## src/hw/rtl/f2f8_pkg.sv

```systemverilog
package f2f8_pkg;

    // rounding mode codes
    typedef enum logic [2:0] {
        RM_NEAREST_EVEN     = 3'd0,
        RM_TO_ZERO          = 3'd1,
        RM_UP               = 3'd2,
        RM_DOWN             = 3'd3,
        RM_HALF_AWAY        = 3'd4,
        RM_STOCHASTIC       = 3'd5,
        RM_STOCH_RNE_DENORM = 3'd6
    } t_round_mode;

    // configuration register indexes
    typedef enum logic [2:0] {
        CFG_EXP_WIDTH    = 3'd0,
        CFG_MANT_WIDTH   = 3'd1,
        CFG_EXP_BIAS     = 3'd2,
        CFG_ROUND_MODE   = 3'd3,
        CFG_FLUSH_DENORM = 3'd4,
        CFG_CLIP_TO_MAX  = 3'd5
    } t_cfg_index;

    localparam int CFG_INDEX_W = 3;
    localparam int CFG_DATA_W  = 6;

    // register values after reset
    localparam logic [2:0] RST_EXP_WIDTH  = 3'd4;
    localparam logic [2:0] RST_MANT_WIDTH = 3'd3;
    localparam logic [5:0] RST_EXP_BIAS   = 6'd7;

    // exponent width limits
    localparam logic [2:0] EXP_WIDTH_MIN = 3'd2;
    localparam logic [2:0] EXP_WIDTH_MAX = 3'd6;

    // positive nan with exponent and mantissa all ones, for every split of the 7 bits
    localparam logic [7:0] CANONICAL_NAN = 8'h7f;

    // increment decision for a kept magnitude
    function automatic logic round_inc(
        input logic        kept_lsb,
        input logic        half,
        input logic        below,
        input logic        sign,
        input logic [2:0]  mode,
        input logic [31:0] disc,
        input logic [31:0] rnd
    );
        logic inc;
        case (mode)
            RM_TO_ZERO:    inc = 1'b0;
            RM_UP:         inc = !sign && (half || below);
            RM_DOWN:       inc = sign && (half || below);
            RM_HALF_AWAY:  inc = half;
            RM_STOCHASTIC: inc = (disc >= rnd);
            default:       inc = half && (kept_lsb || below);
        endcase
        return inc;
    endfunction

endpackage

```

## src/hw/rtl/fp32_to_fp8_rounding_convert_core.sv

```systemverilog
// Converts a stream of binary32 values to an 8-bit float (sign, exponent, mantissa) whose
// exponent width and bias come from configuration registers; the mantissa takes the
// remaining bits. Each value sits in the input register, then the conversion logic fills
// the result register. A new value can be taken in every cycle; the input stalls only
// while the result register holds an unread result and the input register is also full.
// Stochastic rounding uses the random word that travels with each value. Configuration
// registers are written through their own port, which is always ready, and should only
// change while no value is in flight.
module fp32_to_fp8_rounding_convert_core (
    input  logic                            i_clk,
    input  logic                            i_rst_n,
    // input channel
    input  logic                            i_valid,
    output logic                            o_stall,
    input  logic [31:0]                     i_value_bits,
    input  logic [31:0]                     i_random_word,
    // result channel
    output logic                            o_valid,
    input  logic                            i_stall,
    output logic [7:0]                      o_result_bits,
    // configuration write channel
    input  logic                            i_cfg_valid,
    output logic                            o_cfg_ready,
    input  logic [f2f8_pkg::CFG_INDEX_W-1:0] i_cfg_index,
    input  logic [f2f8_pkg::CFG_DATA_W-1:0]  i_cfg_data
);
    import f2f8_pkg::*;

    // configuration registers
    logic [2:0] r_exp_width;
    logic [2:0] r_mant_width;
    logic [5:0] r_exp_bias;
    logic [2:0] r_round_mode;
    logic       r_flush_denorm;
    logic       r_clip_to_max;

    // pipeline registers
    logic        r_in_valid;
    logic [31:0] r_value;
    logic [31:0] r_rnd;
    logic        r_out_valid;
    logic [7:0]  r_result;

    logic out_load;
    logic in_load;

    // conversion signals
    logic [2:0]        ew;
    logic [2:0]        mw;
    logic [7:0]        all_e;
    logic [7:0]        all_m;
    logic [2:0]        mode_d;
    logic [2:0]        mode_n;
    logic              sign;
    logic [7:0]        ef;
    logic [22:0]       frac;
    logic [23:0]       sig;
    logic signed [9:0] ue;
    logic signed [9:0] bias_s;
    logic signed [9:0] min_norm;
    logic signed [9:0] max_e;
    logic signed [9:0] min_e;
    logic signed [9:0] rc_full;
    logic signed [9:0] e;
    logic signed [9:0] e_bias;
    logic              denorm;
    logic [4:0]        rc;
    logic              half;
    logic              below;
    logic [31:0]       disc;
    logic [6:0]        q_trunc;
    logic [6:0]        q_rnd;
    logic              inc;
    logic              carry;
    logic              toward_zero;
    logic              os;
    logic [7:0]        oe;
    logic [7:0]        om;
    logic [7:0]        res_raw;
    logic [7:0]        n_result;

    // configuration writes
    assign o_cfg_ready = 1'b1;

    always_ff @(posedge i_clk) begin
        if (!i_rst_n) begin
            r_exp_width    <= RST_EXP_WIDTH;
            r_mant_width   <= RST_MANT_WIDTH;
            r_exp_bias     <= RST_EXP_BIAS;
            r_round_mode   <= RM_NEAREST_EVEN;
            r_flush_denorm <= 1'b0;
            r_clip_to_max  <= 1'b0;
        end else if (i_cfg_valid && o_cfg_ready) begin
            case (i_cfg_index)
                CFG_EXP_WIDTH:    r_exp_width    <= i_cfg_data[2:0];
                CFG_MANT_WIDTH:   r_mant_width   <= i_cfg_data[2:0];
                CFG_EXP_BIAS:     r_exp_bias     <= i_cfg_data[5:0];
                CFG_ROUND_MODE:   r_round_mode   <= i_cfg_data[2:0];
                CFG_FLUSH_DENORM: r_flush_denorm <= i_cfg_data[0];
                CFG_CLIP_TO_MAX:  r_clip_to_max  <= i_cfg_data[0];
                default: ;
            endcase
        end
    end

    // handshake: result register loads when empty or being read
    assign out_load = !r_out_valid || !i_stall;
    assign in_load  = !r_in_valid || out_load;
    assign o_stall  = !in_load;
    assign o_valid  = r_out_valid;
    assign o_result_bits = r_result;

    // input register
    always_ff @(posedge i_clk) begin
        if (!i_rst_n) begin
            r_in_valid <= 1'b0;
        end else if (in_load) begin
            r_in_valid <= i_valid;
        end
    end

    always_ff @(posedge i_clk) begin
        if (in_load && i_valid) begin
            r_value <= i_value_bits;
            r_rnd   <= i_random_word;
        end
    end

    // result register
    always_ff @(posedge i_clk) begin
        if (!i_rst_n) begin
            r_out_valid <= 1'b0;
        end else if (out_load) begin
            r_out_valid <= r_in_valid;
        end
    end

    always_ff @(posedge i_clk) begin
        if (out_load && r_in_valid) begin
            r_result <= n_result;
        end
    end

    // format limits from the registers; mantissa width always follows the exponent width
    always_comb begin
        if (r_exp_width < EXP_WIDTH_MIN) begin
            ew = EXP_WIDTH_MIN;
        end else if (r_exp_width > EXP_WIDTH_MAX) begin
            ew = EXP_WIDTH_MAX;
        end else begin
            ew = r_exp_width;
        end
        mw       = 3'd7 - ew;
        all_e    = 8'((9'd1 << ew) - 9'd1);
        all_m    = 8'((9'd1 << mw) - 9'd1);
        bias_s   = $signed({4'b0000, r_exp_bias});
        min_norm = 10'sd1 - bias_s;
        max_e    = $signed({2'b00, all_e}) - 10'sd1 - bias_s;
        min_e    = min_norm - $signed({7'b0000000, mw}) - 10'sd1;
        mode_d   = (r_round_mode == RM_STOCH_RNE_DENORM) ? RM_NEAREST_EVEN : r_round_mode;
        mode_n   = (r_round_mode == RM_STOCH_RNE_DENORM) ? RM_STOCHASTIC : r_round_mode;
    end

    // field split and rounding position
    always_comb begin
        sign    = r_value[31];
        ef      = r_value[30:23];
        frac    = r_value[22:0];
        sig     = {1'b1, frac};
        ue      = $signed({2'b00, ef}) - 10'sd127;
        denorm  = (ue < min_norm);
        rc_full = 10'sd22 - $signed({7'b0000000, mw}) + (denorm ? (min_norm - ue) : 10'sd0);
        rc      = rc_full[4:0];
        half    = sig[rc];
        below   = |(sig & 24'((25'd1 << rc) - 25'd1));
        disc    = {8'b0, sig} << (5'd31 - rc);
        q_trunc = 7'(sig >> (rc + 5'd1));
        inc     = round_inc(q_trunc[0], half, below, sign, denorm ? mode_d : mode_n,
                            disc, r_rnd);
        if (denorm && r_flush_denorm) begin
            q_rnd = 7'd0;
        end else begin
            q_rnd = q_trunc + {6'b0, inc};
        end
        carry  = (denorm && q_rnd[mw]) || q_rnd[3'(mw + 3'd1)];
        e      = ue + (carry ? 10'sd1 : 10'sd0);
        e_bias = e + bias_s;
        toward_zero = (r_round_mode == RM_TO_ZERO) || (sign && r_round_mode == RM_UP)
                      || (!sign && r_round_mode == RM_DOWN);
    end

    // special values, overflow, underflow and the normal path
    always_comb begin
        os = sign;
        oe = 8'd0;
        om = 8'd0;
        if (ef == 8'hff && frac != 23'd0) begin
            os = 1'b0;
            oe = all_e;
            om = all_m;
        end else if (r_value[30:0] == 31'd0) begin
            oe = 8'd0;
            om = 8'd0;
        end else if (ef == 8'hff) begin
            oe = all_e;
        end else if (ue > max_e) begin
            if (toward_zero) begin
                oe = all_e - 8'd1;
                om = all_m;
            end else begin
                oe = all_e;
            end
        end else if (ue < min_e) begin
            // below half the smallest denormal: only directed rounding gives a nonzero
            if (!r_flush_denorm && mode_d != RM_STOCHASTIC) begin
                om = {7'b0, round_inc(1'b0, 1'b0, 1'b1, sign, mode_d, 32'd0, r_rnd)};
            end
        end else if (e > max_e) begin
            oe = all_e;
        end else if (e < min_norm) begin
            om = r_flush_denorm ? 8'd0 : ({1'b0, q_rnd} & all_m);
        end else begin
            oe = e_bias[7:0];
            om = {1'b0, q_rnd} & all_m;
        end
    end

    // packing and optional clip of infinity to max normal
    always_comb begin
        res_raw = om | (oe << mw) | {os, 7'b0};
        if (r_clip_to_max && ((res_raw >> mw) & all_e) == all_e
            && (res_raw & all_m) == 8'd0) begin
            n_result = res_raw - 8'd1;
        end else begin
            n_result = res_raw;
        end
    end

`ifndef NO_ASSERTIONS
    // an item in the input register moves on when the input side is not stalled
    a_advance : assert property (@(posedge i_clk) disable iff (!i_rst_n)
        (r_in_valid && !o_stall) |=> o_valid)
        else $error("input register item not moved to result register");

    // input stalls only behind a full, stalled result register
    a_stall_cause : assert property (@(posedge i_clk) disable iff (!i_rst_n)
        o_stall |-> (o_valid && i_stall && r_in_valid))
        else $error("input stalled without a blocked result");

    // any nan gives the canonical nan
    a_nan : assert property (@(posedge i_clk) disable iff (!i_rst_n)
        (r_in_valid && !o_stall && r_value[30:23] == 8'hff && r_value[22:0] != 23'd0)
        |=> (o_result_bits == CANONICAL_NAN))
        else $error("nan input not converted to canonical nan");

    // reset empties the result register
    a_reset : assert property (@(posedge i_clk) !i_rst_n |=> !o_valid)
        else $error("result valid after reset");
`endif

endmodule

```

## config.mk

```make
export PLATFORM = sky130hd
export DESIGN_NAME = fp32_to_fp8_rounding_convert_core
export DESIGN_NICKNAME = d
export VERILOG_FILES = /design/src/hw/rtl/f2f8_pkg.sv /design/src/hw/rtl/fp32_to_fp8_rounding_convert_core.sv
export SDC_FILE = /design/constraint.sdc
export NUM_CORES = 1
export LEC_CHECK = 0
export ABC_CLOCK_PERIOD_IN_PS = 41500
export BUFFER_PORTS_ARGS = -buffer_cell sky130_fd_sc_hd__buf_2
export CELL_PAD_IN_SITES_DETAIL_PLACEMENT = 0
export CELL_PAD_IN_SITES_GLOBAL_PLACEMENT = 1
export CORE_UTILIZATION = 40
export CTS_CLUSTER_SIZE = 20
export DETAILED_ROUTE_END_ITERATION = 8
export GPL_ROUTABILITY_DRIVEN = 0
export PLACE_DENSITY_LB_ADDON = 0.1
export SLEW_MARGIN = 20
export SYNTH_ARGS = -nofsm -noshare
export SYNTH_HDL_FRONTEND = slang
export SYNTH_SLANG_ARGS = --single-unit
```

## constraint.sdc

```tcl
create_clock -name i_clk -period 41.5 [get_ports i_clk]
set_input_delay 12.45 -clock i_clk [delete_from_list [all_inputs] [get_ports i_clk]]
set_output_delay 12.45 -clock i_clk [all_outputs]
set_load 0.01 [all_outputs]
```

==> metrics.txt <==
Worst EP arrival=about 13 ns; Congestion Overflow GR=0; status=finished, final reports clean; clk slew on worst S/H paths=0.07 ns; Worst EP required=29.05 ns; fraction of layout cells with a size suffix above 1=11.86%; DRT antenna net count=0; sequential power share=14.6%; setup violators final=0; Leakage=0.005279 µW; top cell type's share of synthesized area=about a fifth; Sink Count=88; Area Growth Syn to Fin=8.984%; chip width=approximately 170 µm; Synth Register Bits=88; H-Tree Level Count=3; # diodes=0; combinational power share=74.1%; Max Cap Viol=0; Post-Synthesis Cell Area=~11000 µm²; hpwl dp=28550 µm; Internal Pwr Total=352.1 µW; top-count cell post-synth=nand2_1; skew final=0.01428 ns; Clock Power Share=11.3%; critical path startpoint category=primary input; CTS Root Cell=clkbuf_16; antenna violations before repair=0; total negative slack=0 ns; vias in the first global route=9939; CTS tree=done; cts bufs inserted=9; Syn Area/Cell=about 8.0 µm²; Power per Cell Area=59.34 nW/µm²; row cnt=61; Top Ports=roughly 90; via count=roughly 11000; nets=1673; syn_nets=1635; gr usage total=25.85%; first-pass GRT wire length=57310 µm; switching power=387.3 µW; FMAX=0.03939 GHz; kind of end point of the critical path=output port; ys flop type=edfxtp_1; # hold bufs at CTS=0; post-CTS resize count=0; sequential fraction of the synthesis area=21.71%; Final period util=61.17%; final core utilization=44.61%; Net Sw Frac=52.38%; Hold Fails Final Rpt=0; Initial DRT Pass Iterations=6; final WL=37080 µm; Worst-Margin Slew=1.067 ns; synth top area cells=edfxtp_1 19%, ha_1 13%, mux2i_1 5.1%; IO Port Bufs=87; chip height=between 150 and 200 µm; Slew Limit Headroom=27.85%; largest net degree at the start of global routing=65; Max VDD drop=around 38 µV; class of the worst hold path=register to register; Remaining DRCs=0; EDFF count, synth=72; Syn Inst Count=1432; Max Slew Vio Count=0; Crit Path Max Fanout=3; DR iter-0 viols=about 1000; Clock Path Buffers=2; area leader, netlist=edfxtp_1; Clock Latency Late Sink=0.39 ns; Core Region=27930 µm²; full die area=between 20000 and 30000 µm²; postcts setup bufs=0; Final Critical Period=between 20 and 30 ns; FFs w/ async S/R, synth=0%; Yosys warning count=0; RSZ-0062 raised after global routing=false; Setup CP Type=primary input to output port; Avg WL per Cell=20.01 µm; synth cell count leaders=139 x nand2_1, 121 x ha_1, 119 x nor2_1; Vias/cell=5.880; Starting Density=40.93%; Yosys cell types=91
## power groups by stage
stage          clock network [µW]  logic (µW)  registers (µW)
2_1_floorplan                   0         411             108
3_3_place_gp                    0         538             110
3_5_place_dp                    0         540             110
4_1_cts                      86.7         543             108
5_1_grt                      89.4         608             109
6_report                     83.3         548             108
## routing by layer
layer  part of all wire, %  vias up  track usage, %
met3                   5.5       45           3.886
met1                    50     5096           38.65
li1                      -     5399               -
met2                    42      356           37.59
met4                   2.0        0           7.880
met5                     0        -               0
## sequential cells by signal (all words and copies together), names as in the netlist
signal          flops
o_result_bits       8
o_valid             1
r_clip_to_max       1
r_exp_bias          6
r_exp_width         3
r_flush_denorm      1
r_in_valid          1
r_rnd              32
r_round_mode        3
r_value            32
## logic make-up (layout without fill, tap and decap cells)
group,Yosys count,in the layout,synth area share [%]
other,1,1,0.03280
muxes,87,87,8.645
xor gates and xnor gates,62,62,5.395
buffers and inverters,163,206,5.745
and+or+nand+nor,499,499,21.23
DFF,88,88,21.71
AOI/OAI and AO/OA,406,406,23.21
adders and majority gates,126,126,14.03
## final cells by class
cell class | count | area (µm²)
sequential | 88 | 2482
multi-input combinational | 1181 | 8344
tap | 378 | 473.0
inverter | 90 | 340.3
clock inverter | 7 | 62.56
clock buffer | 9 | 225.2
fill | 2904 | 15470
timing repair buffer | 100 | 533.0
## metrics by stage
stage	worst slack [ns]	instance area (µm²)	std cells	total power, µW	hold WS [ns]
2_1_floorplan	16.38	11430	1432	518.2	0.4662
5_1_grt	16.08	12460	1853	805.8	0.5785
6_report	16.11	12460	1853	739.4	0.5173
3_5_place_dp	16.11	12170	1837	649.9	0.5066
3_3_place_gp	16.12	12170	1837	647.5	0.4897
4_1_cts	16.11	12450	1853	737.5	0.5234
## cells in the final DEF (no fill, tap or decap), types with 25 or more instances in the layout
| master | synthesis | final |
|---|---|---|
| nand2_1 | 139 | 139 |
| ha_1 | 121 | 120 |
| nor2_1 | 119 | 119 |
| a21oi_1 | 111 | 111 |
| buf_2 | 9 | 87 |
| inv_1 | 82 | 82 |
| o21ai_0 | 81 | 81 |
| edfxtp_1 | 72 | 72 |
| mux2i_1 | 58 | 58 |
| nand3_1 | 57 | 57 |
| xnor2_1 | 38 | 36 |
| nor3_1 | 33 | 33 |
| a21o_1 | 31 | 31 |
| nor2b_1 | 31 | 30 |
| o211ai_1 | 28 | 28 |
| nand2b_1 | 25 | 25 |
## path summary, 6_finish.rpt
path                            slack [ns]                         end  depth (start not counted)                     from
worst max-delay path                 16.11                     o_stall                          3                  i_stall
worst min register to register        0.52        o_valid$_SDFFE_PN0P_                          2  r_in_valid$_SDFFE_PN0N_
worst max register to register       24.20  o_result_bits[3]$_DFFE_PP_                         64    r_value[23]$_DFFE_PP_
worst min-delay path                  0.52        o_valid$_SDFFE_PN0P_                          2  r_in_valid$_SDFFE_PN0N_
## worst max-delay path, cell delays in order
cell and delay, ns:
buf_2 0.09, and3_1 0.24, buf_2 0.16
(Power assumes the default switching activity.)
